===== config.mk =====
export PLATFORM = sky130hd
export DESIGN_NAME = usps_front
export DESIGN_NICKNAME = d
export VERILOG_FILES = /design/src/hdl/usps_pkg.sv /design/src/hdl/usps_front.sv
export SDC_FILE = /design/constraint.sdc
export NUM_CORES = 2
export LEC_CHECK = 0
export ABC_CLOCK_PERIOD_IN_PS = 17300
export BUFFER_PORTS_ARGS = -buffer_cell sky130_fd_sc_hd__buf_2
export CORE_MARGIN = 2
export CORE_UTILIZATION = 40
export CTS_CLUSTER_SIZE = 8
export DETAILED_ROUTE_END_ITERATION = 12
export GPL_ROUTABILITY_DRIVEN = 0
export SYNTH_ARGS = -nofsm -noshare
export SYNTH_HDL_FRONTEND = slang
export SYNTH_SLANG_ARGS = --single-unit

===== constraint.sdc =====
create_clock -name clk -period 17.3 [get_ports clk]
set_clock_uncertainty 0.05 [all_clocks]
set_input_delay 3.46 -clock clk [delete_from_list [all_inputs] [get_ports clk]]
set_output_delay 3.46 -clock clk [all_outputs]
set_load 0.03 [all_outputs]

===== src/hdl/usps_pkg.sv =====
// Shared types, constants and helpers of the UV sphere point generator.
// No dependencies; every other file in hdl/ imports this package.
package usps_pkg;

	// Register indexes of the configuration port
	localparam logic [2:0] REG_RADIUS      = 3'd0;
	localparam logic [2:0] REG_CENTER_X    = 3'd1;
	localparam logic [2:0] REG_CENTER_Y    = 3'd2;
	localparam logic [2:0] REG_CENTER_Z    = 3'd3;
	localparam logic [2:0] REG_SECTORS     = 3'd4;
	localparam logic [2:0] REG_STACKS      = 3'd5;
	localparam logic [2:0] REG_FIRST_INDEX = 3'd6;

	// Result item codes
	localparam logic [1:0] CODE_VTX_MORE = 2'd0;
	localparam logic [1:0] CODE_VTX_LAST = 2'd1;
	localparam logic [1:0] CODE_TRI_MORE = 2'd2;
	localparam logic [1:0] CODE_TRI_LAST = 2'd3;

	localparam logic [8:0] MAX_SECTORS = 9'd256;
	localparam logic [8:0] MAX_STACKS  = 9'd256;

	// Reciprocal scaling: recip = floor(2^RCP_SHIFT / count)
	localparam int RCP_SHIFT = 25;
	localparam int RCP_W     = RCP_SHIFT + 1;
	localparam int NUM_W     = 25;
	localparam logic [RCP_W-1:0] RCP_SECT_RST = RCP_W'((1 << RCP_SHIFT) / 16);
	localparam logic [RCP_W-1:0] RCP_STCK_RST = RCP_W'((1 << RCP_SHIFT) / 8);

	localparam logic [16:0] TEX_ONE = 17'd65536;
	localparam logic [15:0] QUARTER_TURN = 16'h4000;

	// CORDIC
	localparam int CORDIC_STEPS = 20;
	localparam logic signed [33:0] CORDIC_X0 = 34'sd652032874;
	localparam logic [31:0] ATAN_TURN [0:CORDIC_STEPS-1] = '{
		32'h20000000, 32'h12E4051E, 32'h09FB385B, 32'h051111D4, 32'h028B0D43,
		32'h0145D7E1, 32'h00A2F61E, 32'h00517C55, 32'h0028BE53, 32'h00145F2F,
		32'h000A2F98, 32'h000517CC, 32'h00028BE6, 32'h000145F3, 32'h0000A2FA,
		32'h0000517D, 32'h000028BE, 32'h0000145F, 32'h00000A30, 32'h00000518
	};

	localparam int QUEUE_DEPTH = 4;
	localparam int QPTR_W      = $clog2(QUEUE_DEPTH);

	typedef struct packed {
		logic [8:0] row;
		logic [8:0] column;
	} usps_in_t;

	typedef struct packed {
		logic [1:0]         item_code;
		logic signed [31:0] pos_x;
		logic signed [31:0] pos_y;
		logic signed [31:0] pos_z;
		logic signed [15:0] norm_x;
		logic signed [15:0] norm_y;
		logic signed [15:0] norm_z;
		logic [16:0]        tex_s;
		logic [16:0]        tex_t;
		logic [31:0]        corner_a;
		logic [31:0]        corner_b;
		logic [31:0]        corner_c;
	} usps_out_t;

	// Classified point handed from front to back
	typedef struct packed {
		logic [15:0] sec_ph;
		logic [15:0] stk_ph;
		logic [16:0] tex_s;
		logic [16:0] tex_t;
		logic        tri_up;
		logic        tri_dn;
		logic [31:0] base1;
		logic [31:0] base2;
	} usps_work_t;

	// Zero acts as one, anything above the maximum acts as the maximum
	function automatic logic [8:0] eff_count(input logic [8:0] v, input logic [8:0] mx);
		if (v == 9'd0)
			return 9'd1;
		if (v > mx)
			return mx;
		return v;
	endfunction

endpackage


===== src/hdl/usps_front.sv =====
// Front end: accepts grid points, derives phases, texture coordinates and
// triangle plan through a four-stage pipeline. Depends on usps_pkg.
module usps_front (
	input  logic                        clk,
	input  logic                        arst_n,
	input  logic                        take,
	input  usps_pkg::usps_in_t          pt,
	input  logic [8:0]                  sectors,
	input  logic [8:0]                  stacks,
	input  logic [usps_pkg::RCP_W-1:0]  recip_s,
	input  logic [usps_pkg::RCP_W-1:0]  recip_t,
	input  logic [31:0]                 first_index,
	input  logic                        q_full,
	output logic                        ready,
	output logic                        push,
	output usps_pkg::usps_work_t        wk
);
	import usps_pkg::*;

	logic en;
	logic v1_s1, v2_s2, v3_s3, v4_s4;

	logic [8:0]       i_s1, j_s1;
	logic [NUM_W-1:0] ns_s1, na_s1, nt_s1, ns_s2, na_s2, nt_s2, ns_s3, na_s3, nt_s3;
	logic [NUM_W-1:0] qs_s2, qa_s2, qt_s2, qs_s3, qa_s3, qt_s3;
	logic [33:0]      ds_s3, da_s3, dt_s3;
	logic [31:0]      k1_s2, b1_s3, b2_s3;
	logic             up_s2, dn_s2, up_s3, dn_s3;
	usps_work_t       wk_s4;

	logic [50:0] ps, pa, pt_prod;
	logic [18:0] row_base;
	logic [NUM_W-1:0] qs_f, qa_f, qt_f;

	// Reciprocal estimate may be one low; the next stages correct it
	assign ps      = ns_s1 * recip_s;
	assign pa      = na_s1 * recip_t;
	assign pt_prod = nt_s1 * recip_t;
	assign row_base = i_s1 * ({1'b0, sectors} + 10'd1);

	function automatic logic [NUM_W-1:0] fix_q(input logic [NUM_W-1:0] n,
			input logic [NUM_W-1:0] qe, input logic [33:0] qd, input logic [8:0] d);
		logic [NUM_W-1:0] r;
		r = n - qd[NUM_W-1:0];
		return (r[9:0] >= {1'b0, d}) ? qe + NUM_W'(1) : qe;
	endfunction

	function automatic logic [16:0] sat_tex(input logic [NUM_W-1:0] q);
		return (q > NUM_W'(TEX_ONE)) ? TEX_ONE : q[16:0];
	endfunction

	assign qs_f = fix_q(ns_s3, qs_s3, ds_s3, sectors);
	assign qa_f = fix_q(na_s3, qa_s3, da_s3, stacks);
	assign qt_f = fix_q(nt_s3, qt_s3, dt_s3, stacks);

	assign en    = !v4_s4 || !q_full;
	assign ready = en;
	assign push  = v4_s4 && !q_full;
	assign wk    = wk_s4;

	always_ff @(posedge clk or negedge arst_n) begin
		if (!arst_n) begin
			v1_s1 <= 1'b0;
			v2_s2 <= 1'b0;
			v3_s3 <= 1'b0;
			v4_s4 <= 1'b0;
		end else if (en) begin
			v1_s1 <= take;
			v2_s2 <= v1_s1;
			v3_s3 <= v2_s2;
			v4_s4 <= v3_s3;
		end
	end

	always_ff @(posedge clk) begin
		if (en) begin
			// s1: rounded numerators
			i_s1  <= pt.row;
			j_s1  <= pt.column;
			ns_s1 <= {pt.column, 16'b0} + NUM_W'(sectors >> 1);
			na_s1 <= {1'b0, pt.row, 15'b0} + NUM_W'(stacks >> 1);
			nt_s1 <= {pt.row, 16'b0} + NUM_W'(stacks >> 1);
			// s2: quotient estimates and grid position
			ns_s2 <= ns_s1;
			na_s2 <= na_s1;
			nt_s2 <= nt_s1;
			qs_s2 <= ps[49:25];
			qa_s2 <= pa[49:25];
			qt_s2 <= pt_prod[49:25];
			k1_s2 <= {13'b0, row_base} + {23'b0, j_s1};
			up_s2 <= (i_s1 < stacks) && (j_s1 < sectors) && (i_s1 != 9'd0);
			dn_s2 <= (i_s1 < stacks) && (j_s1 < sectors) && (i_s1 != stacks - 9'd1);
			// s3: back-multiply for the remainder check
			ns_s3 <= ns_s2;
			na_s3 <= na_s2;
			nt_s3 <= nt_s2;
			qs_s3 <= qs_s2;
			qa_s3 <= qa_s2;
			qt_s3 <= qt_s2;
			ds_s3 <= qs_s2 * sectors;
			da_s3 <= qa_s2 * stacks;
			dt_s3 <= qt_s2 * stacks;
			b1_s3 <= k1_s2 + first_index;
			b2_s3 <= k1_s2 + {23'b0, sectors} + 32'd1 + first_index;
			up_s3 <= up_s2;
			dn_s3 <= dn_s2;
			// s4: corrected quotients
			wk_s4.sec_ph <= qs_f[15:0];
			wk_s4.stk_ph <= QUARTER_TURN - qa_f[15:0];
			wk_s4.tex_s  <= sat_tex(qs_f);
			wk_s4.tex_t  <= sat_tex(qt_f);
			wk_s4.tri_up <= up_s3;
			wk_s4.tri_dn <= dn_s3;
			wk_s4.base1  <= b1_s3;
			wk_s4.base2  <= b2_s3;
		end
	end

endmodule


==> impl_metrics.json <==
{
  "clkSinkCount": 452,
  "drc": 0,
  "hold_viol": 0,
  "synth_seq_cells": 452,
  "ctsResizeCount": 0,
  "slew_violations": 0,
  "final.fill_count": 15427,
  "cp_slowest_cell": "o41ai_1",
  "grt_overflow": 0,
  "dr.pass1.iters": 5,
  "clk_path_buf_depth": 3,
  "hold_buffers": 0,
  "hold_class": "reg -> reg",
  "final_util_pct": 43.6,
  "critPathRequiredTime_ps": 17610,
  "io_pins": 258,
  "syn_avg_cell_area_sq_um": 10.2,
  "period_share_pct": 58.9,
  "fin_crit_ps": 10190,
  "endpoint_kind": "flop",
  "cts_setup_buffers": 0,
  "worst_slew_pin_slew_ps": 1160,
  "slew_headroom_pct": 20.9,
  "finalNetCount": 8425,
  "cts_buffers": 67,
  "antenna_found_initial": 6,
  "grt_pass1_wl_um": 258000,
  "die_area_sq_um": 164000,
  "die_height_um": 405,
  "first_iter_violations": 2382,
  "grt_pass1_vias": 46775,
  "routed_wl_um": 161000,
  "rows": 147,
  "dpl_cell_area_sq_um": 68100,
  "final_cell_mix": "inv_1, fa_1, ha_1",
  "fmax_mhz": 98.1,
  "final_cells": 8704,
  "yosysWarningCount": 0,
  "port-buffer-count": 257,
  "cp_cell_sequence": "buf_2 > nand2_1 > fa_1 > fa_1 > inv_1 > fa_1 > fa_1 > inv_1 > fa_1 > fa_1 > fa_1 > inv_1 > ha_1 > nand2_1 > nor2_1 > o221ai_1 > a31oi_1 > o41ai_1 > o31ai_1 > a21oi_1 > o21ai_0 > a21oi_1 > o21bai_1 > xnor2_1",
  "placed_cells": 8618,
  "cts_htree_levels": 3,
  "synth_edf_count": 448,
  "root_buffer": "clkbuf_16",
  "synth_ff_type": "edfxtp_1",
  "die_w_um": 405,
  "clk_latency_ps": 630,
  "async_reset_ff_share_pct": 0.885,
  "max_stage_delay_ps": 970,
  "crit_path_frequent_cell": "fa_1",
  "grt_start_max_net_pins": 74,
  "syn_area_sq_um": 64500,
  "ant_nets": 0,
  "dp_hpwl_um": 124000,
  "cp-start-kind": "input pin",
  "start_util_pct": 40.2,
  "crit_fanout": 17,
  "grtUsageTotal_pct": 20.1,
  "cap_violations": 0,
  "grtUsageMet3_pct": 2.46,
  "grt_util_met2_pct": 33.2,
  "layout_commonest_cell": "inv_1",
  "synth_fp_nets": 8240,
  "grt-busiest-layer": "met2",
  "routedWlPerCell_um": 18.4,
  "seq_area_frac_synth_pct": 21.0,
  "vias_per_cell": 5.00,
  "syn-instance-count": 6342,
  "arrival_ps": 10500,
  "cts_tree": "built",
  "ys_types": 85,
  "grt_use_met1_pct": 28.0,
  "core-area_sq_um": 160000,
  "clk_pin_slew_ps": 50,
  "finalSetupTns_ps": 0,
  "outcome": "finished, final reports clean",
  "vias": 43536,
  "finalSetupViolCount": 0,
  "rsz0062_at_grt": "false",
  "final_area_sq_um": 69900,
  "area_delta_synth_final_pct": 8.41,
  "drive_above_1_share_pct": 6.65,
  "critPathKind": "in -> reg"
}
-- worst max-delay path, delay by kind of cell --
| kind | cells | cell delay, ps |
|---|---|---|
| buf+inv | 4 | 510 |
| fa+ha+maj | 8 | 3820 |
| simple gates | 3 | 320 |
| compound gates | 8 | 2250 |
| xor+xnor | 1 | 120 |
-- cell type report --
class	count	area [sq um]	area share, %
timing repair buffer	301	1620	2.31
clock buffer	72	1700	2.43
multi-input combinational	4276	44800	64.2
inverter	1429	5360	7.67
antenna	5	12.5	0.0179
clock inverter	9	113	0.161
tap	2160	2700	3.87
sequential	452	13600	19.4
-- cell families after synthesis --
| group | count (synthesis) | share of synthesized area [%] |
|---|---|---|
| buffers and inverters | 1614 | 9.44 |
| DFF | 452 | 21.0 |
| AOI/OAI and AO/OA | 461 | 4.79 |
| and+or+nand+nor | 1709 | 13.7 |
| xor gates and xnor gates | 315 | 4.28 |
| muxes | 17 | 0.287 |
| adders and majority gates | 1774 | 46.5 |
-- Yosys cell counts (7+ instances only) --
cell type	instances	share of area [%]
a211oi_1	21	0.24
a21boi_0	7	0.082
a21o_1	60	0.70
a21oi_1	120	0.93
a31o_2	7	0.095
a31oi_1	26	0.25
and2_1	611	5.9
and3_1	29	0.28
and4_1	9	0.12
clkbuf_1	171	1.0
edfxtp_1	448	21
fa_1	1034	32
ha_1	740	14
inv_1	1429	8.3
mux2_2	9	0.16
mux2i_1	7	0.11
nand2_1	620	3.6
nand2b_1	28	0.27
nand3_1	58	0.45
nand4_1	23	0.22
nor2_1	144	0.84
nor2b_1	40	0.39
nor3_1	59	0.46
nor3_2	8	0.12
nor4_1	17	0.16
o211ai_1	8	0.093
o21a_1	40	0.47
o21ai_0	68	0.53
o21bai_1	24	0.28
o31ai_1	11	0.13
or2_2	15	0.15
or3_1	14	0.14
or4_1	7	0.082
xnor2_1	224	3.0
xor2_1	91	1.2
-- per-stage QoR --
stage	worst slack, ps	hold WS [ps]
finish	7110	345
global route	6650	357
CTS	7210	341
detailed placement	6530	355
global placement	6590	351
floorplan	667	350
-- routing by layer --
metal | up-vias | routed length, um
li1 | 20056 | -
met1 | 22097 | 73600
met2 | 1170 | 74700
met3 | 213 | 8780
met4 | 0 | 3380
met5 | - | 0
-- state kept, by name, summed over array words and instances, names as in the netlist, 8 cells and up --
register and count:
wk 132, b1_s3 32, b2_s3 32, qs_s2 25
qs_s3 25, qt_s2 25, qt_s3 25, k1_s2 20
qa_s2 16, qa_s3 16, da_s3 10, ds_s3 10
dt_s3 10, i_s1 9, j_s1 9, na_s2 8
na_s3 8, ns_s1 8, ns_s2 8, ns_s3 8
nt_s1 8
-- worst paths after layout --
path,start,endpoint,slack (ps),depth (start not counted)
worst max-delay path,recip_s[5],qs_s2[24]$_DFFE_PP_,7110,24
min in group asynchronous,arst_n,v4_s4$_DFFE_PN0P_,2590,1
max in group asynchronous,arst_n,v3_s3$_DFFE_PN0P_,14490,1
worst min-delay path,b2_s3[12]$_DFFE_PP_,wk[12]$_DFFE_PP_,350,0
worst max register to register,i_s1[7]$_DFFE_PP_,qt_s2[24]$_DFFE_PP_,9410,25
worst min register to register,b2_s3[12]$_DFFE_PP_,wk[12]$_DFFE_PP_,350,0
Power is not shown: default switching activity piles up to over one toggle a cycle in this logic, so the estimate is an artifact.
