**src/hdl/usps_pkg.sv**
```systemverilog
// Shared types, constants and helpers of the UV sphere point generator.
// No dependencies; every other file in hdl/ imports this package.
package usps_pkg;

	// Register indexes of the configuration port
	localparam logic [2:0] REG_RADIUS      = 3'd0;
	localparam logic [2:0] REG_CENTER_X    = 3'd1;
	localparam logic [2:0] REG_CENTER_Y    = 3'd2;
	localparam logic [2:0] REG_CENTER_Z    = 3'd3;
	localparam logic [2:0] REG_SECTORS     = 3'd4;
	localparam logic [2:0] REG_STACKS      = 3'd5;
	localparam logic [2:0] REG_FIRST_INDEX = 3'd6;

	// Result item codes
	localparam logic [1:0] CODE_VTX_MORE = 2'd0;
	localparam logic [1:0] CODE_VTX_LAST = 2'd1;
	localparam logic [1:0] CODE_TRI_MORE = 2'd2;
	localparam logic [1:0] CODE_TRI_LAST = 2'd3;

	localparam logic [8:0] MAX_SECTORS = 9'd256;
	localparam logic [8:0] MAX_STACKS  = 9'd256;

	// Reciprocal scaling: recip = floor(2^RCP_SHIFT / count)
	localparam int RCP_SHIFT = 25;
	localparam int RCP_W     = RCP_SHIFT + 1;
	localparam int NUM_W     = 25;
	localparam logic [RCP_W-1:0] RCP_SECT_RST = RCP_W'((1 << RCP_SHIFT) / 16);
	localparam logic [RCP_W-1:0] RCP_STCK_RST = RCP_W'((1 << RCP_SHIFT) / 8);

	localparam logic [16:0] TEX_ONE = 17'd65536;
	localparam logic [15:0] QUARTER_TURN = 16'h4000;

	// CORDIC
	localparam int CORDIC_STEPS = 20;
	localparam logic signed [33:0] CORDIC_X0 = 34'sd652032874;
	localparam logic [31:0] ATAN_TURN [0:CORDIC_STEPS-1] = '{
		32'h20000000, 32'h12E4051E, 32'h09FB385B, 32'h051111D4, 32'h028B0D43,
		32'h0145D7E1, 32'h00A2F61E, 32'h00517C55, 32'h0028BE53, 32'h00145F2F,
		32'h000A2F98, 32'h000517CC, 32'h00028BE6, 32'h000145F3, 32'h0000A2FA,
		32'h0000517D, 32'h000028BE, 32'h0000145F, 32'h00000A30, 32'h00000518
	};

	localparam int QUEUE_DEPTH = 4;
	localparam int QPTR_W      = $clog2(QUEUE_DEPTH);

	typedef struct packed {
		logic [8:0] row;
		logic [8:0] column;
	} usps_in_t;

	typedef struct packed {
		logic [1:0]         item_code;
		logic signed [31:0] pos_x;
		logic signed [31:0] pos_y;
		logic signed [31:0] pos_z;
		logic signed [15:0] norm_x;
		logic signed [15:0] norm_y;
		logic signed [15:0] norm_z;
		logic [16:0]        tex_s;
		logic [16:0]        tex_t;
		logic [31:0]        corner_a;
		logic [31:0]        corner_b;
		logic [31:0]        corner_c;
	} usps_out_t;

	// Classified point handed from front to back
	typedef struct packed {
		logic [15:0] sec_ph;
		logic [15:0] stk_ph;
		logic [16:0] tex_s;
		logic [16:0] tex_t;
		logic        tri_up;
		logic        tri_dn;
		logic [31:0] base1;
		logic [31:0] base2;
	} usps_work_t;

	// Zero acts as one, anything above the maximum acts as the maximum
	function automatic logic [8:0] eff_count(input logic [8:0] v, input logic [8:0] mx);
		if (v == 9'd0)
			return 9'd1;
		if (v > mx)
			return mx;
		return v;
	endfunction

endpackage

```
**src/hdl/usps_recip.sv**
```systemverilog
// Sequential reciprocal unit: floor(2^25 / count) for sector and stack counts.
// Depends on usps_pkg. Each count write starts a new division.
module usps_recip (
	input  logic                         clk,
	input  logic                         arst_n,
	input  logic                         start,
	input  logic [8:0]                   sectors,
	input  logic [8:0]                   stacks,
	output logic [usps_pkg::RCP_W-1:0]   recip_s,
	output logic [usps_pkg::RCP_W-1:0]   recip_t,
	output logic                         busy
);
	import usps_pkg::*;

	logic [4:0]       cnt_q;
	logic             busy_q;
	logic [8:0]       rem_s_q, rem_t_q;
	logic [RCP_W-1:0] quo_s_q, quo_t_q;
	logic [RCP_W-1:0] rcp_s_q, rcp_t_q;
	logic             bit_in;
	logic [9:0]       sh_s, sh_t;
	logic             ge_s, ge_t;
	logic [9:0]       nx_s, nx_t;

	// Dividend is 2^25: a single one at the top, zeros after
	assign bit_in = (cnt_q == 5'(RCP_W));
	assign sh_s = {rem_s_q, bit_in};
	assign sh_t = {rem_t_q, bit_in};
	assign ge_s = sh_s >= {1'b0, sectors};
	assign ge_t = sh_t >= {1'b0, stacks};
	assign nx_s = ge_s ? sh_s - {1'b0, sectors} : sh_s;
	assign nx_t = ge_t ? sh_t - {1'b0, stacks} : sh_t;

	always_ff @(posedge clk or negedge arst_n) begin
		if (!arst_n) begin
			busy_q  <= 1'b0;
			cnt_q   <= '0;
			rcp_s_q <= RCP_SECT_RST;
			rcp_t_q <= RCP_STCK_RST;
		end else if (start) begin
			busy_q <= 1'b1;
			cnt_q  <= 5'(RCP_W);
		end else if (busy_q) begin
			cnt_q <= cnt_q - 5'd1;
			if (cnt_q == 5'd1) begin
				busy_q  <= 1'b0;
				rcp_s_q <= {quo_s_q[RCP_W-2:0], ge_s};
				rcp_t_q <= {quo_t_q[RCP_W-2:0], ge_t};
			end
		end
	end

	always_ff @(posedge clk) begin
		if (start) begin
			rem_s_q <= '0;
			rem_t_q <= '0;
			quo_s_q <= '0;
			quo_t_q <= '0;
		end else if (busy_q) begin
			rem_s_q <= nx_s[8:0];
			rem_t_q <= nx_t[8:0];
			quo_s_q <= {quo_s_q[RCP_W-2:0], ge_s};
			quo_t_q <= {quo_t_q[RCP_W-2:0], ge_t};
		end
	end

	assign recip_s = rcp_s_q;
	assign recip_t = rcp_t_q;
	assign busy    = busy_q;

endmodule

```
**config.mk**
```make
export PLATFORM = sky130hd
export DESIGN_NAME = usps_recip
export DESIGN_NICKNAME = d
export VERILOG_FILES = /design/src/hdl/usps_pkg.sv /design/src/hdl/usps_recip.sv
export SDC_FILE = /design/constraint.sdc
export NUM_CORES = 1
export LEC_CHECK = 0
export BUFFER_PORTS_ARGS = -buffer_cell sky130_fd_sc_hd__buf_2
export CAP_MARGIN = 0
export CORE_ASPECT_RATIO = 0.6
export CORE_UTILIZATION = 30
export CTS_CLUSTER_DIAMETER = 60
export CTS_CLUSTER_SIZE = 10
export DETAILED_ROUTE_END_ITERATION = 10
export GPL_TIMING_DRIVEN = 0
export PLACE_DENSITY_LB_ADDON = 0.05
export SYNTH_ARGS = -nofsm -noshare
export SYNTH_HDL_FRONTEND = slang
export SYNTH_SLANG_ARGS = --single-unit
```
**constraint.sdc**
```tcl
create_clock -name clk -period 3.8 [get_ports clk]
set_input_delay 0.76 -clock clk [delete_from_list [all_inputs] [get_ports clk]]
set_output_delay 0.76 -clock clk [all_outputs]
set_load 0.005 [all_outputs]
```
==> impl_results.md, run 1 <==
- Leakage power: 3.56 nW
- Final Wtd Congestion: 0.795
- Synth cell types: 52
- Synth area leader: dfrtp_1
- Clk_skew: 0.0102 ns
- Compound-cell area share of the yosys netlist: 8.21%
- Main synth FF type: dfxtp_1
- Pwr Density: 585 mW/mm²
- DR vias: 3940
- Initial antenna violation count: 0
- Setup repair after global routing missed its margin: false
- Die X: 178 µm
- PnR Total Power: 4.01 mW
- Hold Crit Class: in -> async
- IR drop worst, VDD: 0.284 mV
- Grt total ovfl: 0
- Drt initial violations: 130
- Gr usage total: 14.5%
- Crit-path max cell delay: 0.50 ns
- Initial core utilization: 30.8%
- Die H: 108 µm
- Slowest cell on the critical path: a221oi_4
- Antenna cells: 0
- Buf/Inv on CP: 3
- Hold WS: 0.433 ns
- DRT Pass-1 Iters: 4
- Largest family of logic cells by synthesized area: multiplexers
- Synth async-reset ratio: 46.0%
- Post-CTS Setup Bufs: 0
- Max Root-Sink Buffers: 2
- Top Ports: 74
- Worst Path Required: 4.12 ns
- Per-cell routed wire length: 15.2 µm
- Final Max Tran Viols: 0
- Largest cells by area after synthesis: dfrtp_1, dfxtp_1, mux2_2, mux2i_1, nor2_1
- DRT antenna net count: 0
- Cts repair resizes: 0
- Proportion of netlist area held by the largest area contributor: 25.1%
- Vias per cell: 4.63
- DIE AREA: 0.0192 mm²
- Synthesis-to-finish area growth: 22.8%
- Clock latency on the worst-skew pair: 0.40 ns
- Critical Path, Cell by Cell: inv_1 -> ha_1 -> nand4b_1 -> ha_1 -> inv_1 -> fa_1 -> a211oi_2 -> o21ai_0 -> a221oi_4 -> buf_4 -> o21ai_0 -> nor3_1
- Max_slew headroom: 47.4%
- Fillers: 1801
- EDFF count, synth: 0
- Mean Syn Cell Area: 11.0 µm²
- Synthesized-area fraction occupied by adder cells: 5.42%
- Post-Syn Area: 0.00559 mm²
- Max capacitance violation total: 0
- Dpl hpwl: 9500 µm
- Mapped Cells: 506
- R2R depth: 12
- R2R Path Start: cnt_q[0]
- Met2 WL post-DR: 5060 µm
- Multi-input gate area: 0.00257 mm²
- Crit end category: flip-flop
- Startpoint types: flip-flop
- Final setup viols: 0
- Yosys warns: 0
- Fin nets: 642
- Fin crit period: 3.27 ns
- TritonCTS clock tree: yes
- Core area: 0.0182 mm²
- CP Max Fanout: 10
- Uppermost layer routed: met4
- Row count: 38
- Worst R2R End: rem_s_q[0]
- Clock root buffer: clkbuf_16
- Post-Syn Nets: 550
- Mux contribution to synthesized area: 18.8%
- Ratio of cells with drive above 1 in the final layout: 29.0%
- Setup Crit Path Kind: reg -> reg
- Final Cycle Share: 86.0%
- CTS Hold Buffers Added: 0
- Maximum clock rate: 306 MHz
- Detailed Route WL: 12900 µm
- WP data arrival: 3.59 ns
- Reg area: 0.00282 mm²
- Synth Area in XOR/XNOR: 2.35%
- Register area share after synthesis: 50.4%
- DRC: 0
- Synth Register Bits: 126
- Met1 Wirelength: 7330 µm
- Worst Max-Slew Pin Slew: 0.789 ns
- Status: finished, final reports clean
- Simple-Gate Fraction of Synth Area: 11.1%
- Setup TNS: 0 ns
- Met3 wire length: 453 µm
- Reg clk slew, reported paths: 0.06 ns
- Reg2reg setup slack: 0.53 ns
- Vias in the first global route: 3805
- Sink Count: 126
- Total clock buffers created by CTS: 17
- First-pass GRT wire length: 21000 µm
- Hold Violations, Final: 0
- Crit path max-delay family: compound AO/OA/AOI/OAI gates
- H-tree Lvls: 4
- Largest net degree at the start of global routing: 59
- Port Buffers: 73
## area by class of cell
cell class                 count  area share, %
buffer                        27           1.82
inverter                      22           1.20
clock inverter                14           2.44
sequential                   126           41.0
clock buffer                  18           6.40
multi-input combinational    331           37.4
timing repair buffer          73           5.36
tap                          240           4.37
## state kept, by name (all words and copies together), names as in the netlist
register,cells
rem_t_q,9
recip_t,26
quo_t_q,25
cnt_q,5
busy,1
quo_s_q,25
recip_s,26
rem_s_q,9
## synth_stat cells (2+ instances only)
master and instances:
o31ai_1 4, mux2i_1 49, ha_1 21, nand3_1 4, o21bai_1 2, buf_2 10, nand4b_1 3, buf_1 3
fa_1 2, a31oi_1 3, nand2b_1 8, mux2_2 50, nor4b_1 2, o21ai_0 12, a32oi_1 3, xnor2_1 9
nor3_1 5, o21a_1 2, xor2_1 6, or2_2 2, clkbuf_1 12, dfxtp_1 68, dfstp_2 2, a21oi_1 7
a21o_1 5, nand3b_1 2, inv_1 22, a211oi_1 8, nor2b_1 4, dfrtp_1 56, o311ai_0 2, nand2_1 21
nand4_1 3, nor2_1 72, a311oi_1 5
## metrics by stage
step	worst slack, ns	cell area (µm²)	instances	utilization (%)
2_1_floorplan	0.966	5590	506	-
3_3_place_gp	0.542	6260	819	34.4
3_5_place_dp	0.522	6260	819	34.5
4_1_cts	0.505	6870	851	37.8
5_1_grt	0.299	6870	851	37.8
6_report	0.532	6870	851	37.8
## how the worst max path moves through the flow
stage                         from  cells past startpoint  slack, ns          to
after CTS                 cnt_q[0]                     12       0.51  rem_s_q[0]
after global routing      cnt_q[0]                     13       0.30  rem_t_q[4]
after global placement    cnt_q[0]                     12       0.54  rem_s_q[0]
after detailed placement  cnt_q[0]                     12       0.52  rem_s_q[0]
after floorplan           cnt_q[0]                     13       0.97  rem_t_q[0]
final                     cnt_q[0]                     12       0.53  rem_s_q[0]
## layout by cell type, fill, tap and decap left out, drive strengths merged, types with 4 or more instances in the layout
master	count
dfxtp	68
nand2b	8
a311oi	5
o31ai	4
clkbuf	30
mux2	50
nand3	4
mux2i	49
nand2	21
a21oi	7
dfrtp	56
nor3	5
xor2	6
a21o	5
clkinv	7
buf	88
o21ai	12
ha	21
a211oi	9
nor2b	4
xnor2	9
inv	23
nor2	72
## cell families (layout without fill, tap and decap cells)
kind of cell,after synthesis,after routing
AO/OA/AOI/OAI,61,61
XOR/XNOR,15,15
adder cells (fa/ha/maj),23,23
buffers and inverters,49,154
flip-flops,126,126
multiplexers,99,99
AND/OR/NAND/NOR,133,133
## where the power goes
group	switching, mW	leakage, nW	internal, mW	total, mW
combinational	0.477	1.94	0.370	0.847
clock	0.603	0.292	1.05	1.65
sequential	0.0892	1.33	1.43	1.51
## routing by layer
metal | vias up | GRT usage, %
li1 | 1966 | -
met1 | 1909 | 22.3
met2 | 57 | 19.4
met3 | 8 | 2.97
met4 | 0 | 4.90
met5 | - | 0
Power figures use the tool's default switching activity.
==> run 2, diff against run 1 <==
--- a/config.mk
+++ b/config.mk
@@ -5,6 +5,7 @@
 export SDC_FILE = /design/constraint.sdc
 export NUM_CORES = 1
 export LEC_CHECK = 0
+export ABC_AREA = 1
 export BUFFER_PORTS_ARGS = -buffer_cell sky130_fd_sc_hd__buf_2
 export CAP_MARGIN = 0
 export CORE_ASPECT_RATIO = 0.6
==> run 2 against run 1 <==
- via count rose by 15%
- combinational power rose by 12%
- maximum frequency rose by 23%
- register-to-register slack improved by 0.62 ns
- clock power fell by 4%
- worst hold slack barely moved
- sequential power barely moved
- setup slack improved by 0.62 ns
- cell count rose by 19%
- count of clock-buffer cells in the layout rose by 2
- sequential cell count did not move
- critical endpoint is now rem_s_q[7]
==> impl_results.md, run 2 <==
- Status: finished, final reports clean (unchanged)
- Cts repair resizes: 0 (unchanged)
- Setup repair after global routing missed its margin: false (unchanged)
- Pwr Density: 594 mW/mm² (was 585 mW/mm²)
- Top post-synthesis cells by count: nand2_1, inv_1, dfxtp_1, dfrtp_1, o22ai_1 (was nor2_1, dfxtp_1, dfrtp_1, mux2_2, mux2i_1)
- Die H: 107 µm (was 108 µm)
- Fillers: 1887 (was 1801)
- Total clock buffers created by CTS: 17 (unchanged)
- DRC: 0 (unchanged)
- Fin nets: 800 (was 642)
- Final Cycle Share: 69.8% (was 86.0%)
- Setup TNS: 0 ns (unchanged)
- Setup crit start: cnt_q[0] (unchanged)
- Mapped Cells: 664 (was 506)
- Fin crit period: 2.65 ns (was 3.27 ns)
- DRT antenna net count: 0 (unchanged)
- Max capacitance violation total: 0 (unchanged)
- Worst Max-Slew Pin Slew: 0.781 ns (was 0.789 ns)
- WP data arrival: 2.95 ns (was 3.59 ns)
- Hold Violations, Final: 0 (unchanged)
- Vias in the first global route: 4347 (was 3805)
- IR drop worst, VDD: 0.283 mV (was 0.284 mV)
- Register area share after synthesis: 50.9% (was 50.4%)
- Commonest non-fill, non-tap cells in the layout: nand2_1, inv_1, buf_2 (was buf_2, nor2_1, dfxtp_1)
- Leading cell type in the layout, fill and taps excluded: nand2_1 (was buf_2)
- Reg clk slew, reported paths: 0.06 ns (about the same)
- Proportion of netlist area held by the largest area contributor: 25.3% (was 25.1%)
- Buf/Inv on CP: 2 (was 3)
- H-tree Lvls: 4 (unchanged)
- Switching power of the nets: 1.26 mW (was 1.17 mW)
- Post-Syn Area: 0.00553 mm² (was 0.00559 mm²)
- Core area: 0.0181 mm² (was 0.0182 mm²)
- Ratio of cells with drive above 1 in the final layout: 18.6% (was 29.0%)
- Maximum clock rate: 377 MHz (was 306 MHz)
- Drt initial violations: 314 (was 130)
- Initial antenna violation count: 0 (unchanged)
- Post-Syn Nets: 708 (was 550)
- Sink Count: 126 (unchanged)
- Critical Path, Cell by Cell: inv_1 -> ha_1 -> nand4_1 -> ha_1 -> inv_1 -> fa_1 -> nand2_1 -> nand2_1 -> nand2_1 -> nand2_1 -> nand2_2 -> nand2_4 -> nand2_1 -> nand2_1 -> nand2_1 -> nand2_1 (was inv_1 -> ha_1 -> nand4b_1 -> ha_1 -> inv_1 -> fa_1 -> a211oi_2 -> o21ai_0 -> a221oi_4 -> buf_4 -> o21ai_0 -> nor3_1)
- CTS Hold Buffers Added: 0 (unchanged)
- Reg2reg setup slack: 1.15 ns (was 0.53 ns)
- Synth area leader: dfrtp_1 (unchanged)
- Max_slew headroom: 47.9% (was 47.4%)
- Crit end category: flip-flop (unchanged)
- Clk_skew: 0.0114 ns (was 0.0102 ns)
- Largest net degree at the start of global routing: 59 (unchanged)
- Crit-path max cell delay: 0.40 ns (was 0.50 ns)
- Dpl hpwl: 10000 µm (was 9500 µm)
- Power share of the combinational group: 23.5% (was 21.1%)
- Synth cell types: 34 (was 52)
- Startpoint types: flip-flop (unchanged)
- Row count: 38 (unchanged)
- Largest cells by area after synthesis: dfrtp_1, dfxtp_1, nand2_1, inv_1, o22ai_1 (was dfrtp_1, dfxtp_1, mux2_2, mux2i_1, nor2_1)
- Synth async-reset ratio: 46.0% (unchanged)
- Flop pwr share: 37.1% (was 37.7%)
- Clock share of power: 39.4% (was 41.1%)
- Util after Layout: 37.6% (was 37.8%)
- Slowest cell on the critical path: fa_1 (was a221oi_4)
- Top Ports: 74 (unchanged)
- DR vias: 4520 (was 3940)
- CP Max Fanout: 10 (unchanged)
- Post-CTS Setup Bufs: 0 (unchanged)
- Antenna cells: 0 (unchanged)
- Mean Syn Cell Area: 8.33 µm² (was 11.0 µm²)
- Initial core utilization: 30.6% (was 30.8%)
- Clock root buffer: clkbuf_16 (unchanged)
- Die X: 177 µm (was 178 µm)
- Hold Crit Class: in -> async (unchanged)
- Clock latency on the worst-skew pair: 0.41 ns (was 0.40 ns)
- Gr usage total: 15.2% (was 14.5%)
- Yosys warns: 0 (unchanged)
- Final Max Tran Viols: 0 (unchanged)
- Main synth FF type: dfxtp_1 (unchanged)
- TritonCTS clock tree: yes (unchanged)
- Max Root-Sink Buffers: 2 (unchanged)
- R2R Path Start: cnt_q[0] (unchanged)
- Synthesis-to-finish area growth: 22.6% (was 22.8%)
- Synth Register Bits: 126 (unchanged)
- CP most frequent cell: nand2_1
- DRT Pass-1 Iters: 4 (unchanged)
- Port Buffers: 73 (unchanged)
- Leakage power: 3.21 nW (was 3.56 nW)
- Count leader, synth: nand2_1 (was nor2_1)
- First-pass GRT wire length: 22100 µm (was 21000 µm)
- Per-cell routed wire length: 13.5 µm (was 15.2 µm)
- Int Pwr: 2.77 mW (was 2.84 mW)
- Grt total ovfl: 0 (unchanged)
- EDFF count, synth: 0 (unchanged)
- Detailed Route WL: 13600 µm (was 12900 µm)
- Crit path max-delay family: simple AND/OR/NAND/NOR gates (was compound AO/OA/AOI/OAI gates)
- Net Sw Frac: 31.3% (was 29.1%)
- Final setup viols: 0 (unchanged)
- DIE AREA: 0.0190 mm² (was 0.0192 mm²)
- Setup Crit Path Kind: reg -> reg (unchanged)
- Vias per cell: 4.48 (was 4.63)
- Worst Path Required: 4.10 ns (was 4.12 ns)
- Final Wtd Congestion: 0.770 (was 0.795)
==> run 2: changes by cell type after synthesis, moves of 7 or more <==
cell	before	now
nand2_1	21	149
inv_1	22	106
nor2_1	72	21
mux2_2	50	0
mux2i_1	49	0
o22ai_1	0	48
nand3_1	4	37
o21ai_0	12	41
o21ai_1	0	26
a211oi_1	8	0
inv_2	0	8
nand2b_1	8	0
nand3_2	0	7
nand4_1	3	10
==> run 2: per-stage QoR <==
step | hold WS [ns] | cell area, µm² | std cells | worst slack, ns | total power [mW]
final | 0.434 | 6790 | 1009 | 1.15 | 4.03
after global routing | 0.483 | 6790 | 1009 | 0.917 | 4.30
after CTS | 0.475 | 6780 | 1009 | 1.11 | 4.09
after detailed placement | 0.466 | 6200 | 977 | 1.15 | 2.47
after global placement | 0.459 | 6200 | 977 | 1.13 | 2.47
after floorplan | 0.420 | 5530 | 664 | 1.62 | 2.24
==> run 2: worst paths after layout <==
kind                          endpoint  cells past startpoint
max in group asynchronous   recip_s[7]                      1
hold / removal             recip_t[11]                      1
setup / recovery            rem_s_q[7]                     16
hold reg to reg             rem_s_q[7]                      2
min in group clk            rem_s_q[7]                      2
setup reg to reg            rem_s_q[7]                     16
==> run 2: power groups by stage <==
stage	registers [mW]	logic (mW)	clock network, mW
floorplan	1.50	0.741	0
global placement	1.52	0.946	0
detailed placement	1.52	0.953	0
CTS	1.49	0.958	1.64
global route	1.51	1.09	1.71
finish	1.49	0.947	1.59
==> run 2: cells by family after synthesis <==
| kind of cell | Yosys count | synth area share (%) |
|---|---|---|
| adders and majority gates | 23 | 5.47 |
| xor gates and xnor gates | 7 | 1.11 |
| AOI/OAI and AO/OA | 129 | 13.0 |
| and+or+nand+nor | 239 | 19.4 |
| DFF | 126 | 50.9 |
| buffers and inverters | 140 | 10.2 |
==> run 2: layer usage <==
| metal | up-vias | track usage [%] | wire length [µm] |
|---|---|---|---|
| met1 | 2084 | 22.9 | 7830 |
| met2 | 78 | 20.9 | 5220 |
| met4 | 0 | 4.40 | 82 |
| li1 | 2350 | - | - |
| met5 | - | 0 | 0 |
| met3 | 8 | 3.79 | 514 |
==> run 2: final cells by class <==
type,instances,area [µm²],area share [%]
well taps,240,300,4.43
multi-input cells,398,2150,31.7
clock inverters,12,136,2.01
plain buffers,26,139,2.05
inverters,114,428,6.31
flip-flops and latches,126,2820,41.5
clock buffers,20,447,6.58
repair buffers,73,368,5.42
