--- config.mk ---
export PLATFORM = sky130hd
export DESIGN_NAME = usps_fifo
export DESIGN_NICKNAME = d
export VERILOG_FILES = /design/src/hdl/usps_pkg.sv /design/src/hdl/usps_fifo.sv
export SDC_FILE = /design/constraint.sdc
export NUM_CORES = 1
export LEC_CHECK = 0
export BUFFER_PORTS_ARGS = -buffer_cell sky130_fd_sc_hd__buf_2
export CAP_MARGIN = 40
export CELL_PAD_IN_SITES_DETAIL_PLACEMENT = 0
export CELL_PAD_IN_SITES_GLOBAL_PLACEMENT = 1
export CORE_MARGIN = 2
export CORE_UTILIZATION = 54
export CTS_BUF_LIST = sky130_fd_sc_hd__clkbuf_16
export DETAILED_ROUTE_END_ITERATION = 10
export PLACE_DENSITY_LB_ADDON = 0.1
export RECOVER_POWER = 50
export REMOVE_ABC_BUFFERS = 1
export SYNTH_ARGS = -nofsm -noshare
export SYNTH_HDL_FRONTEND = slang
export SYNTH_SLANG_ARGS = --single-unit
--- constraint.sdc ---
create_clock -name clk -period 13.5 [get_ports clk]
set_clock_uncertainty 0.2 [all_clocks]
set_input_delay 0 -clock clk [delete_from_list [all_inputs] [get_ports clk]]
set_output_delay 0 -clock clk [all_outputs]
set_load 0.05 [all_outputs]
--- src/hdl/usps_pkg.sv ---
// Shared types, constants and helpers of the UV sphere point generator.
// No dependencies; every other file in hdl/ imports this package.
package usps_pkg;

	// Register indexes of the configuration port
	localparam logic [2:0] REG_RADIUS      = 3'd0;
	localparam logic [2:0] REG_CENTER_X    = 3'd1;
	localparam logic [2:0] REG_CENTER_Y    = 3'd2;
	localparam logic [2:0] REG_CENTER_Z    = 3'd3;
	localparam logic [2:0] REG_SECTORS     = 3'd4;
	localparam logic [2:0] REG_STACKS      = 3'd5;
	localparam logic [2:0] REG_FIRST_INDEX = 3'd6;

	// Result item codes
	localparam logic [1:0] CODE_VTX_MORE = 2'd0;
	localparam logic [1:0] CODE_VTX_LAST = 2'd1;
	localparam logic [1:0] CODE_TRI_MORE = 2'd2;
	localparam logic [1:0] CODE_TRI_LAST = 2'd3;

	localparam logic [8:0] MAX_SECTORS = 9'd256;
	localparam logic [8:0] MAX_STACKS  = 9'd256;

	// Reciprocal scaling: recip = floor(2^RCP_SHIFT / count)
	localparam int RCP_SHIFT = 25;
	localparam int RCP_W     = RCP_SHIFT + 1;
	localparam int NUM_W     = 25;
	localparam logic [RCP_W-1:0] RCP_SECT_RST = RCP_W'((1 << RCP_SHIFT) / 16);
	localparam logic [RCP_W-1:0] RCP_STCK_RST = RCP_W'((1 << RCP_SHIFT) / 8);

	localparam logic [16:0] TEX_ONE = 17'd65536;
	localparam logic [15:0] QUARTER_TURN = 16'h4000;

	// CORDIC
	localparam int CORDIC_STEPS = 20;
	localparam logic signed [33:0] CORDIC_X0 = 34'sd652032874;
	localparam logic [31:0] ATAN_TURN [0:CORDIC_STEPS-1] = '{
		32'h20000000, 32'h12E4051E, 32'h09FB385B, 32'h051111D4, 32'h028B0D43,
		32'h0145D7E1, 32'h00A2F61E, 32'h00517C55, 32'h0028BE53, 32'h00145F2F,
		32'h000A2F98, 32'h000517CC, 32'h00028BE6, 32'h000145F3, 32'h0000A2FA,
		32'h0000517D, 32'h000028BE, 32'h0000145F, 32'h00000A30, 32'h00000518
	};

	localparam int QUEUE_DEPTH = 4;
	localparam int QPTR_W      = $clog2(QUEUE_DEPTH);

	typedef struct packed {
		logic [8:0] row;
		logic [8:0] column;
	} usps_in_t;

	typedef struct packed {
		logic [1:0]         item_code;
		logic signed [31:0] pos_x;
		logic signed [31:0] pos_y;
		logic signed [31:0] pos_z;
		logic signed [15:0] norm_x;
		logic signed [15:0] norm_y;
		logic signed [15:0] norm_z;
		logic [16:0]        tex_s;
		logic [16:0]        tex_t;
		logic [31:0]        corner_a;
		logic [31:0]        corner_b;
		logic [31:0]        corner_c;
	} usps_out_t;

	// Classified point handed from front to back
	typedef struct packed {
		logic [15:0] sec_ph;
		logic [15:0] stk_ph;
		logic [16:0] tex_s;
		logic [16:0] tex_t;
		logic        tri_up;
		logic        tri_dn;
		logic [31:0] base1;
		logic [31:0] base2;
	} usps_work_t;

	// Zero acts as one, anything above the maximum acts as the maximum
	function automatic logic [8:0] eff_count(input logic [8:0] v, input logic [8:0] mx);
		if (v == 9'd0)
			return 9'd1;
		if (v > mx)
			return mx;
		return v;
	endfunction

endpackage

--- src/hdl/usps_fifo.sv ---
// Short queue between front and back end.
// Depends on usps_pkg for the entry type and depth.
module usps_fifo (
	input  logic                 clk,
	input  logic                 arst_n,
	input  logic                 push,
	input  usps_pkg::usps_work_t wr_data,
	input  logic                 pop,
	output usps_pkg::usps_work_t rd_data,
	output logic                 full,
	output logic                 empty
);
	import usps_pkg::*;

	usps_work_t        mem_q [0:QUEUE_DEPTH-1];
	logic [QPTR_W-1:0] wr_q, rd_q;
	logic [QPTR_W:0]   cnt_q;

	assign full    = cnt_q == (QPTR_W+1)'(QUEUE_DEPTH);
	assign empty   = cnt_q == '0;
	assign rd_data = mem_q[rd_q];

	always_ff @(posedge clk or negedge arst_n) begin
		if (!arst_n) begin
			wr_q  <= '0;
			rd_q  <= '0;
			cnt_q <= '0;
		end else begin
			if (push)
				wr_q <= wr_q + QPTR_W'(1);
			if (pop)
				rd_q <= rd_q + QPTR_W'(1);
			if (push && !pop)
				cnt_q <= cnt_q + (QPTR_W+1)'(1);
			else if (pop && !push)
				cnt_q <= cnt_q - (QPTR_W+1)'(1);
		end
	end

	always_ff @(posedge clk) begin
		if (push)
			mem_q[wr_q] <= wr_data;
	end

endmodule

==> reports/results.ini, run 1 <==
[sta]
fmax_mhz=223.7
rsz0062_at_grt=no
slew_headroom=-1.208
fin_crit_sh=0.3311
setup-tns-final_ns=0
period_needed_ns=4.470
slew_viol_final=100
finalSetupViolCount=0
hold_viol=0
worstMarginPinSlew_ns=3.310

[synthesis]
synth-xor-area-share=0.002707
synth_mux_area_frac=0.1537
yosysUniqueCellTypes=19
synthAdderAreaFrac=0.004253
synthCells=724
ys_seq_area_frac=0.8257
synth_compound_area_frac=0.0002578
ys_seq_elements=535
synth-simple-area-share=0.002513
ys_warn_count=0
avgSynthCellArea_sq_um=26.82
syn_area_sq_um=19410
synth_top_family_by_area=multiplexers

[finish]
syn_to_final_growth_pct=30.96
fin_cells=1786
drive_gt1_frac=0.3452
final_nets=1426

[floorplan]
die_h_microns=193.6
start_util=0.5472
core_area_sq_um=35480
num_rows=69
io-pin-count=270
die-area_sq_um=37490
die_x_microns=193.6

[worst_hold_path]
holdPathStages=2
worstHoldStart=wr_data[61]
worst_hold_path.endpoint=mem_q[0][61]$_DFFE_PP_
hp-class=input port to flop

[clocking]
clk_path_buf_depth=3
clk_pin_slew_ns=0.06
numCtsBuffers=53
post_cts_resized=0
h-tree-depth=2
cts_sinks=535
clk_latency_ns=0.57
cts-root-buf=clkbuf_16
tritoncts=built

[setup_path]
path_max_fanout=46
cp_data_required_time_ns=13.50
r2r-end=mem_q[3][35]$_DFFE_PP_
rr_startpoint=wr_q[0]$_DFFE_PN0P_
critical_path_class=flop to flop
worstRegToRegCells=3
reg2reg_slack_ns=9.03
startpoint_type=flop
cp-end-kind=flop
cp.arrival_ns=4.47

[placed_design]
dp.cells=1443
gp_congestion=0.6919
port_buffers=269
dp_hpwl_microns=21900

[power_and_ir_drop]
leakagePower_uw=0.008834
power_density_nw_per_um2=231.7
peakVddDrop_v=0.0001954

[detailed_routing]
wl_per_cell_microns=21.58
drc=0
wirelength_microns=38540
ant_nets=0
vias_per_cell=5.348
routed-via-count=9552
drt_iter0_drc=459
drt-pass1-iter-count=5

[global_route]
overflow=0
grt.total_usage=0.2109
grt_pass1_wl_microns=59790
grt_pass1_vias=10490
antenna_found_initial=1
grt_max_degree=51

[outcome]
violations=capacitance limit, slew limit
status=finished with violations

[run]
drv_cap=3

==> power by group <==
part | total (uW) | switching [uW] | leakage [uW] | internal [uW]
logic | 2310 | 1590 | 0.00311 | 718
registers | 2270 | 94.3 | 0.00493 | 2180
clock network | 1310 | 567 | 0.000799 | 744
total | 5890 | 2250 | 0.00883 | 3640
==> layout by cell type (no fill, tap or decap), types with 2 or more instances in the layout <==
| master | n |
|---|---|
| ha_1 | 5 |
| dfrtp_4 | 2 |
| dlygate4sd3_1 | 247 |
| edfxtp_1 | 528 |
| xor2_1 | 4 |
| bufinv_16 | 2 |
| clkinv_1 | 21 |
| buf_4 | 11 |
| buf_12 | 2 |
| nand2_1 | 2 |
| inv_1 | 14 |
| clkbuf_1 | 31 |
| xnor2_1 | 2 |
| clkbuf_16 | 53 |
| clkinv_2 | 8 |
| buf_16 | 6 |
| dfrtp_1 | 5 |
| and2_0 | 3 |
| mux4_2 | 132 |
| buf_2 | 238 |
==> state kept, by name, indices dropped and copies added (netlist names) <==
signal,flops
cnt_q,3
mem_q,528
wr_q,2
rd_q,2
==> critical path, cell delays in order (launching register included) <==
cell,delay [ns]
dfrtp_1,0.42
ha_1,0.16
and2_0,2.38
buf_4,0.88
==> worst max-delay path by stage <==
stage	start	slack [ns]	to	cells after the start
finish	wr_q[0]$_DFFE_PN0P_	9.03	mem_q[3][35]$_DFFE_PP_	3
global route	wr_q[0]$_DFFE_PN0P_	8.56	mem_q[3][35]$_DFFE_PP_	3
CTS	rd_q[0]$_DFFE_PN0P_	10.12	rd_data[31]	5
detailed placement	rd_q[0]$_DFFE_PN0P_	10.75	rd_data[31]	5
global placement	rd_q[0]$_DFFE_PN0P_	10.33	rd_data[62]	3
floorplan	rd_q[0]$_DFFE_PN0P_	7.29	rd_data[0]	1
==> layout make-up <==
| type | instances | area [sq um] |
|---|---|---|
| inverters | 4 | 15.01 |
| repair buffers | 535 | 4068 |
| clock inverters | 42 | 224.0 |
| diodes | 1 | 2.502 |
| flip-flops and latches | 535 | 16040 |
| multi-input cells | 155 | 3176 |
| fillers | 2169 | 10060 |
| well taps | 461 | 576.8 |
| clock buffers | 53 | 1326 |
==> cell usage after synthesis <==
master	number	area [sq um]
o21ai_0	1	5.000
dfrtp_1	7	175.2
buf_2	16	80.08
buf_4	1	7.510
fa_1	1	20.02
ha_1	5	62.56
buf_6	8	90.09
mux4_2	132	2973
nand2_1	2	7.510
nor2_1	1	3.750
edfxtp_1	528	15860
inv_1	4	15.01
nor3b_1	1	7.510
nor3_1	1	5.000
xnor2_1	2	17.52
mux2_2	1	11.26
and2_1	4	25.02
clkbuf_1	5	18.77
xor2_1	4	35.03
==> kinds of logic after synthesis <==
kind of cell    Yosys count
flops                   535
mux                     133
buf+inv                  34
simple gates              9
xor+xnor                  6
fa+ha+maj                 6
compound gates            1
==> repair_timing <==
action,CTS,global route
buffers inserted,0,0
setup endpoints to repair,0,0
endpoints found under the hold margin,630,0
hold buffers,247,0
==> metrics by stage <==
stage	power, uW	util	area (sq um)	hold slack (ns)	setup WS [ns]
5_1_grt	6131	0.7165	25420	0.06227	8.560
3_3_place_gp	4521	0.5986	21240	-0.3545	10.33
6_report	5891	0.7166	25430	0.07112	9.030
2_1_floorplan	4090	-	19220	-0.4956	7.288
4_1_cts	5965	0.7178	25470	0.0005499	10.12
3_5_place_dp	4594	0.6044	21450	-0.3497	10.75
==> layer usage <==
layer	GRT usage	up-vias	wire, microns
li1	-	4274	-
met1	0.2712	4963	15470
met2	0.3607	262	19750
met3	0.05984	53	2658
met4	0.04891	0	663
met5	0.003831	-	0
Note: power is estimated with default switching activity, not from simulation.
==> run 2, diff against run 1 <==
- ABC_AREA: unset -> 1
- CORE_UTILIZATION: 54 -> 48
- clock period: 13.5 -> 4.2 ns (I/O delays scaled with it)
==> reports/results.ini, run 2 <==
[clocking]
tritoncts=built  ; unchanged
clk_path_buf_depth=3  ; unchanged
clk_pin_slew_ns=0.06  ; about the same
h-tree-depth=2  ; unchanged
cts_setup_buffers=0  ; unchanged
numCtsBuffers=55  ; was 53
clk_latency_ns=0.58  ; was 0.57 ns
cts-root-buf=clkbuf_16  ; unchanged
cts_sinks=535  ; unchanged

[sta]
slew_viol_final=128  ; was 100
hold_viol=0  ; unchanged
fmax_mhz=298.7  ; was 223.7 MHz
finalSetupViolCount=0  ; unchanged
rsz0062_at_grt=no  ; unchanged
slew_headroom=-0.1830  ; was -1.208
worstMarginPinSlew_ns=1.771  ; was 3.310 ns
period_needed_ns=3.348  ; was 4.470 ns
fin_crit_sh=0.7972  ; was 0.3311
fin_hold_ws_ns=0.05564  ; was 0.07112 ns
setup_slack_ns=0.8518  ; was 9.030 ns

[floorplan]
num_rows=77  ; was 69
io-pin-count=270  ; unchanged
die-area_sq_um=46680  ; was 37490 sq um
die_x_microns=216.1  ; was 193.6 microns
core_area_sq_um=44320  ; was 35480 sq um
die_h_microns=216.1  ; was 193.6 microns
start_util=0.4871  ; was 0.5472

[setup_path]
reg2reg_slack_ns=0.85  ; was 9.03 ns
crit_slowest_cell=clkinvlp_4  ; was and2_0
cp-end-kind=flop  ; unchanged
cp.arrival_ns=3.46  ; was 4.47 ns
cp_data_required_time_ns=4.31  ; was 13.50 ns
path_max_fanout=69  ; was 46
max_stage_delay_ns=1.34  ; was 2.38 ns
startpoint_type=flop  ; unchanged
worstPathCellList=ha_1 > nand2_1 > clkinvlp_4 > buf_4  ; was ha_1 > and2_0 > buf_4
critical_path_class=flop to flop  ; unchanged

[detailed_routing]
ant_nets=0  ; unchanged
wl_per_cell_microns=17.01  ; was 21.58 microns
vias_per_cell=4.879  ; was 5.348
drc=0  ; unchanged
wirelength_microns=46660  ; was 38540 microns
drt_iter0_drc=794  ; was 459
drt-pass1-iter-count=5  ; unchanged
routed-via-count=13380  ; was 9552

[synthesis]
ys_top_cells_by_area=edfxtp_1 (73%), o211ai_1 (9.2%), nand2_1 (7.1%)  ; was edfxtp_1 (82%), mux4_2 (15%), dfrtp_1 (0.90%)
async_reset_ff_frac=0.01308  ; unchanged
avgSynthCellArea_sq_um=13.59  ; was 26.82 sq um
netlist.area_leader.share=0.7345  ; was 0.8167
ys_seq_elements=535  ; unchanged
yosysUniqueCellTypes=19  ; unchanged
yosys.area.top_type=edfxtp_1  ; unchanged
netlist_top_cells_count=edfxtp_1 (528), nand2_1 (409), inv_1 (275)  ; was edfxtp_1 (528), mux4_2 (132), buf_2 (16)
synth_edf_count=528  ; unchanged
synthCells=1588  ; was 724
synthFlopType=edfxtp_1  ; unchanged
ys_seq_area_frac=0.7426  ; was 0.8257
synth.most_common_cell=edfxtp_1  ; unchanged
ys_warn_count=0  ; unchanged
syn_area_sq_um=21590  ; was 19410 sq um

[outcome]
status=finished with violations  ; unchanged
violations=capacitance limit, slew limit  ; unchanged

[finish]
syn_to_final_growth_pct=26.48  ; was 30.96%
fin_area_sq_um=27300  ; was 25430 sq um
largest_reg_flops=528  ; unchanged
final_cell_mix=edfxtp_1 (528), nand2_1 (409), inv_1 (288)  ; was edfxtp_1 (528), dlygate4sd3_1 (247), buf_2 (238)
final_nets=2252  ; was 1426
fin_cells=2743  ; was 1786
fillers=3509  ; was 2169
drive_gt1_frac=0.1629  ; was 0.3452
final_common_cell=edfxtp_1  ; unchanged
largestRegisters=mem_q x528, cnt_q x3  ; unchanged
regMostFlops=mem_q  ; unchanged
final_util=0.6161  ; was 0.7166

[power_and_ir_drop]
power_density_nw_per_um2=759.0  ; was 231.7 nW/um^2
leakagePower_uw=0.01096  ; was 0.008834 uW
peakVddDrop_v=0.0007137  ; was 0.0001954 V

[global_route]
grt.total_usage=0.2031  ; was 0.2109
antenna_found_initial=2  ; was 1
grt_max_degree=100  ; was 51
grt_pass1_wl_microns=73830  ; was 59790 microns
grt_pass1_vias=13300  ; was 10490
overflow=0  ; unchanged

[worst_hold_path]
hp-class=input port to flop  ; unchanged

[placed_design]
post-place-ws_ns=1.633  ; was 10.75 ns
port_buffers=269  ; unchanged
dp.cells=2384  ; was 1443
gp_congestion=0.7499  ; was 0.6919
place_area_sq_um=23120  ; was 21450 sq um
dp_hpwl_microns=26390  ; was 21900 microns

[run]
drv_cap=2  ; was 3

-- run 2: worst paths after layout --
check | depth (start not counted) | startpoint | end
max | 4 | wr_q[0]$_DFFE_PN0P_ | mem_q[3][83]$_DFFE_PP_
max reg2reg | 4 | wr_q[0]$_DFFE_PN0P_ | mem_q[3][83]$_DFFE_PP_
min reg2reg | 2 | cnt_q[2]$_DFFE_PN0P_ | cnt_q[2]$_DFFE_PN0P_
min in group asynchronous | 3 | arst_n | cnt_q[1]$_DFFE_PN0P_
max in group asynchronous | 3 | arst_n | rd_q[0]$_DFFE_PN0P_
min | 4 | pop | rd_q[1]$_DFFE_PN0P_
-- run 2: where the power goes --
part,total [uW],internal (uW),switching (uW)
clock network,4290,2410,1880
logic,9020,2080,6940
registers,7410,6990,419
-- run 2: area by class of cell --
| type | count | area, sq um | share of cell area |
|---|---|---|---|
| sequential | 535 | 16040 | 0.5874 |
| timing repair buffer | 554 | 4223 | 0.1547 |
| multi-input combinational | 688 | 3661 | 0.1341 |
| clock buffer | 57 | 1426 | 0.05224 |
| inverter | 276 | 1056 | 0.03868 |
| tap | 592 | 740.7 | 0.02713 |
| clock inverter | 39 | 153.9 | 0.005637 |
| antenna | 2 | 5.005 | 0.0001833 |
-- run 2: cells by family (layout without fill, tap and decap cells) --
kind of cell    count (synthesis)  in the layout  synth area share
other cells                     0              2                 0
xor+xnor                        4              4          0.001623
compound gates                265            265           0.09204
fa+ha+maj                       6              6          0.003825
simple gates                  413            413           0.07210
flops                         535            535            0.7426
buf+inv                       365            926           0.08781
-- run 2: what timing repair did --
item,in CTS,in global routing
hold buffers,261,0
gates resized for setup,0,0
hold endpoints to repair,542,0
-- run 2: metrics by stage --
| step | power, uW | setup TNS (ns) |
|---|---|---|
| floorplan | 12920 | -714.02 |
| global placement | 16390 | 0 |
| detailed placement | 16450 | 0 |
| CTS | 20970 | 0 |
| global route | 21830 | 0 |
| finish | 20720 | 0 |
-- run 2: routing by layer --
layer | part of all wire | global-route usage | vias up
li1 | - | - | 6583
met1 | 0.44 | 0.2702 | 6429
met2 | 0.49 | 0.3396 | 307
met3 | 0.052 | 0.04140 | 64
met4 | 0.020 | 0.05982 | 0
met5 | 0 | 0 | -
-- run 2: critical path, delay by kind of cell (launching register included) --
kind | cells | cell delay (ns)
buf+inv | 2 | 2.08
flops | 1 | 0.42
fa+ha+maj | 1 | 0.21
simple gates | 1 | 0.10
==> run 3, diff against run 2 <==
- clock period: 4.2 -> 3.3 ns (I/O delays scaled with it)
==> reports/results.ini, run 3 (same netlist as run 2, synthesis figures left out) <==
[detailed_routing]
vias_per_cell=4.832  ; was 4.879
drt_iter0_drc=746  ; was 794
routed-via-count=13350  ; was 13380
wirelength_microns=46320  ; was 46660 microns
ant_nets=0  ; unchanged
drc=0  ; unchanged
wl_per_cell_microns=16.77  ; was 17.01 microns
drt-pass1-iter-count=5  ; unchanged

[placed_design]
dp.cells=2390  ; was 2384
dp_hpwl_microns=25950  ; was 26390 microns
port_buffers=269  ; unchanged
gp_congestion=0.7452  ; was 0.7499
place_area_sq_um=23210  ; was 23120 sq um

[sta]
fin_crit_sh=0.8532
worstMarginPinSlew_ns=0.6821  ; was 1.771 ns
finalSetupViolCount=0  ; unchanged
hold_viol=0  ; unchanged
fin_hold_ws_ns=0.07812  ; was 0.05564 ns
period_needed_ns=2.816
setup-tns-final_ns=0  ; unchanged
fmax_mhz=355.2
slew_headroom=0.5453  ; was -0.1830
rsz0062_at_grt=no  ; unchanged
slew_viol_final=0  ; was 128

[global_route]
grt_pass1_vias=13270  ; was 13300
grt_max_degree=138  ; was 100
overflow=0  ; unchanged
grt.total_usage=0.2010  ; was 0.2031
antenna_found_initial=3  ; was 2
grt_pass1_wl_microns=72720  ; was 73830 microns

[setup_path]
cp.arrival_ns=2.62  ; was 3.46 ns
reg2reg_slack_ns=1.11  ; was 0.85 ns
worstRegToRegCells=5  ; was 4
cp_data_required_time_ns=3.10  ; was 4.31 ns
cp-end-kind=primary output  ; was flop
path_max_fanout=41  ; was 69
crit_slowest_cell=dfrtp_4  ; was clkinvlp_4
crit_end=rd_data[65]  ; was mem_q[3][83]$_DFFE_PP_
max_stage_delay_ns=0.67  ; was 1.34 ns
critical_path_class=flop to primary output  ; was flop to flop
r2r-end=mem_q[2][26]$_DFFE_PP_  ; was mem_q[3][83]$_DFFE_PP_
crit_start=rd_q[1]$_DFFE_PN0P_  ; was wr_q[0]$_DFFE_PN0P_
startpoint_type=flop  ; unchanged
worstPathCellList=inv_4 > buf_4 > o211ai_1 > nand2_1 > buf_2  ; was ha_1 > nand2_1 > clkinvlp_4 > buf_4
rr_startpoint=wr_q[0]$_DFFE_PN0P_  ; unchanged

[floorplan]
num_rows=77  ; unchanged
die-area_sq_um=46680  ; unchanged
io-pin-count=270  ; unchanged
core_area_sq_um=44320  ; unchanged
start_util=0.4871  ; unchanged
die_x_microns=216.1  ; unchanged
die_h_microns=216.1  ; unchanged

[finish]
fin_area_sq_um=27690  ; was 27300 sq um
largestRegisters=mem_q x528, cnt_q x3  ; unchanged
final_cell_mix=edfxtp_1 (528), nand2_1 (409), inv_1 (283)  ; was edfxtp_1 (528), nand2_1 (409), inv_1 (288)
fin_cells=2762  ; was 2743
final_nets=2264  ; was 2252
fillers=3475  ; was 3509
final_common_cell=edfxtp_1  ; unchanged
syn_to_final_growth_pct=28.28  ; was 26.48%
largest_reg_flops=528  ; unchanged
regMostFlops=mem_q  ; unchanged
layout.area.seq_sq_um=16040  ; unchanged
multiInputGateArea_sq_um=3661  ; unchanged
drive_gt1_frac=0.1712  ; was 0.1629

[clocking]
cts_sinks=535  ; unchanged
clk_path_buf_depth=3  ; unchanged
cts_setup_buffers=0  ; unchanged
post_cts_resized=0  ; unchanged
h-tree-depth=2  ; unchanged
tritoncts=built  ; unchanged
cts-root-buf=clkbuf_16  ; unchanged
clk_latency_ns=0.60  ; was 0.58 ns
numCtsBuffers=55  ; unchanged
clk_pin_slew_ns=0.06  ; about the same

[power_and_ir_drop]
power_density_nw_per_um2=978.5  ; was 759.0 nW/um^2
leakagePower_uw=0.01115  ; was 0.01096 uW
peakVddDrop_v=0.0009595  ; was 0.0007137 V
power_uw=27100  ; was 20720 uW

[outcome]
status=completed  ; was finished with violations

[worst_hold_path]
hp-class=input port to flop  ; unchanged

[run]
drv_cap=0  ; was 2

==> run 3: worst min path at each step <==
| stage | slack (ns) | cells after the start | start | end |
|---|---|---|---|---|
| floorplan | -0.50 | 0 | arst_n | cnt_q[0]$_DFFE_PN0P_ |
| global placement | -0.34 | 1 | arst_n | cnt_q[2]$_DFFE_PN0P_ |
| detailed placement | -0.33 | 1 | arst_n | cnt_q[2]$_DFFE_PN0P_ |
| CTS | 0.002 | 2 | wr_data[18] | mem_q[2][18]$_DFFE_PP_ |
| global route | 0.07 | 2 | wr_data[18] | mem_q[2][18]$_DFFE_PP_ |
| finish | 0.08 | 3 | push | wr_q[0]$_DFFE_PN0P_ |
==> run 3: repair_timing <==
item | CTS | global route
hold endpoints to repair | 610 | 0
setup endpoints to repair | 0 | 0
hold buffers | 267 | 0
==> run 3: area by class of cell <==
type,count,area share
antenna,3,0.0002711
clock buffer,57,0.05151
clock inverter,45,0.01410
inverter,276,0.03822
multi-input combinational,688,0.1322
sequential,535,0.5791
tap,592,0.02675
timing repair buffer,566,0.1578
==> run 3: stage by stage <==
step / utilization / setup slack, ns
global route: 0.6248 / 0.3639
CTS: 0.6250 / 0.4354
global placement: 0.5237 / 1.064
detailed placement: 0.5237 / 1.100
floorplan: - / -6.237
finish: 0.6249 / 0.4845
==> run 3: layer usage <==
metal / up-vias / track usage / share of wire
met5: - / 0 / 0
li1: 6623 / - / -
met4: 0 / 0.05982 / 0.026
met2: 276 / 0.3435 / 0.49
met1: 6369 / 0.2555 / 0.43
met3: 77 / 0.04828 / 0.056
==> run 3: report_power, final <==
part           switching (uW)  leakage [uW]  internal [uW]
logic                    8950       0.00528           2690
clock network            2450      0.000940           3720
registers                 408       0.00493           8880
==> run 3: worst max-delay path: cells and delay by family (launching register included) <==
family,cells,cell delay [ns]
AO/OA/AOI/OAI,1,0.22
buffers and inverters,3,0.93
flip-flops,1,0.67
AND/OR/NAND/NOR,1,0.19
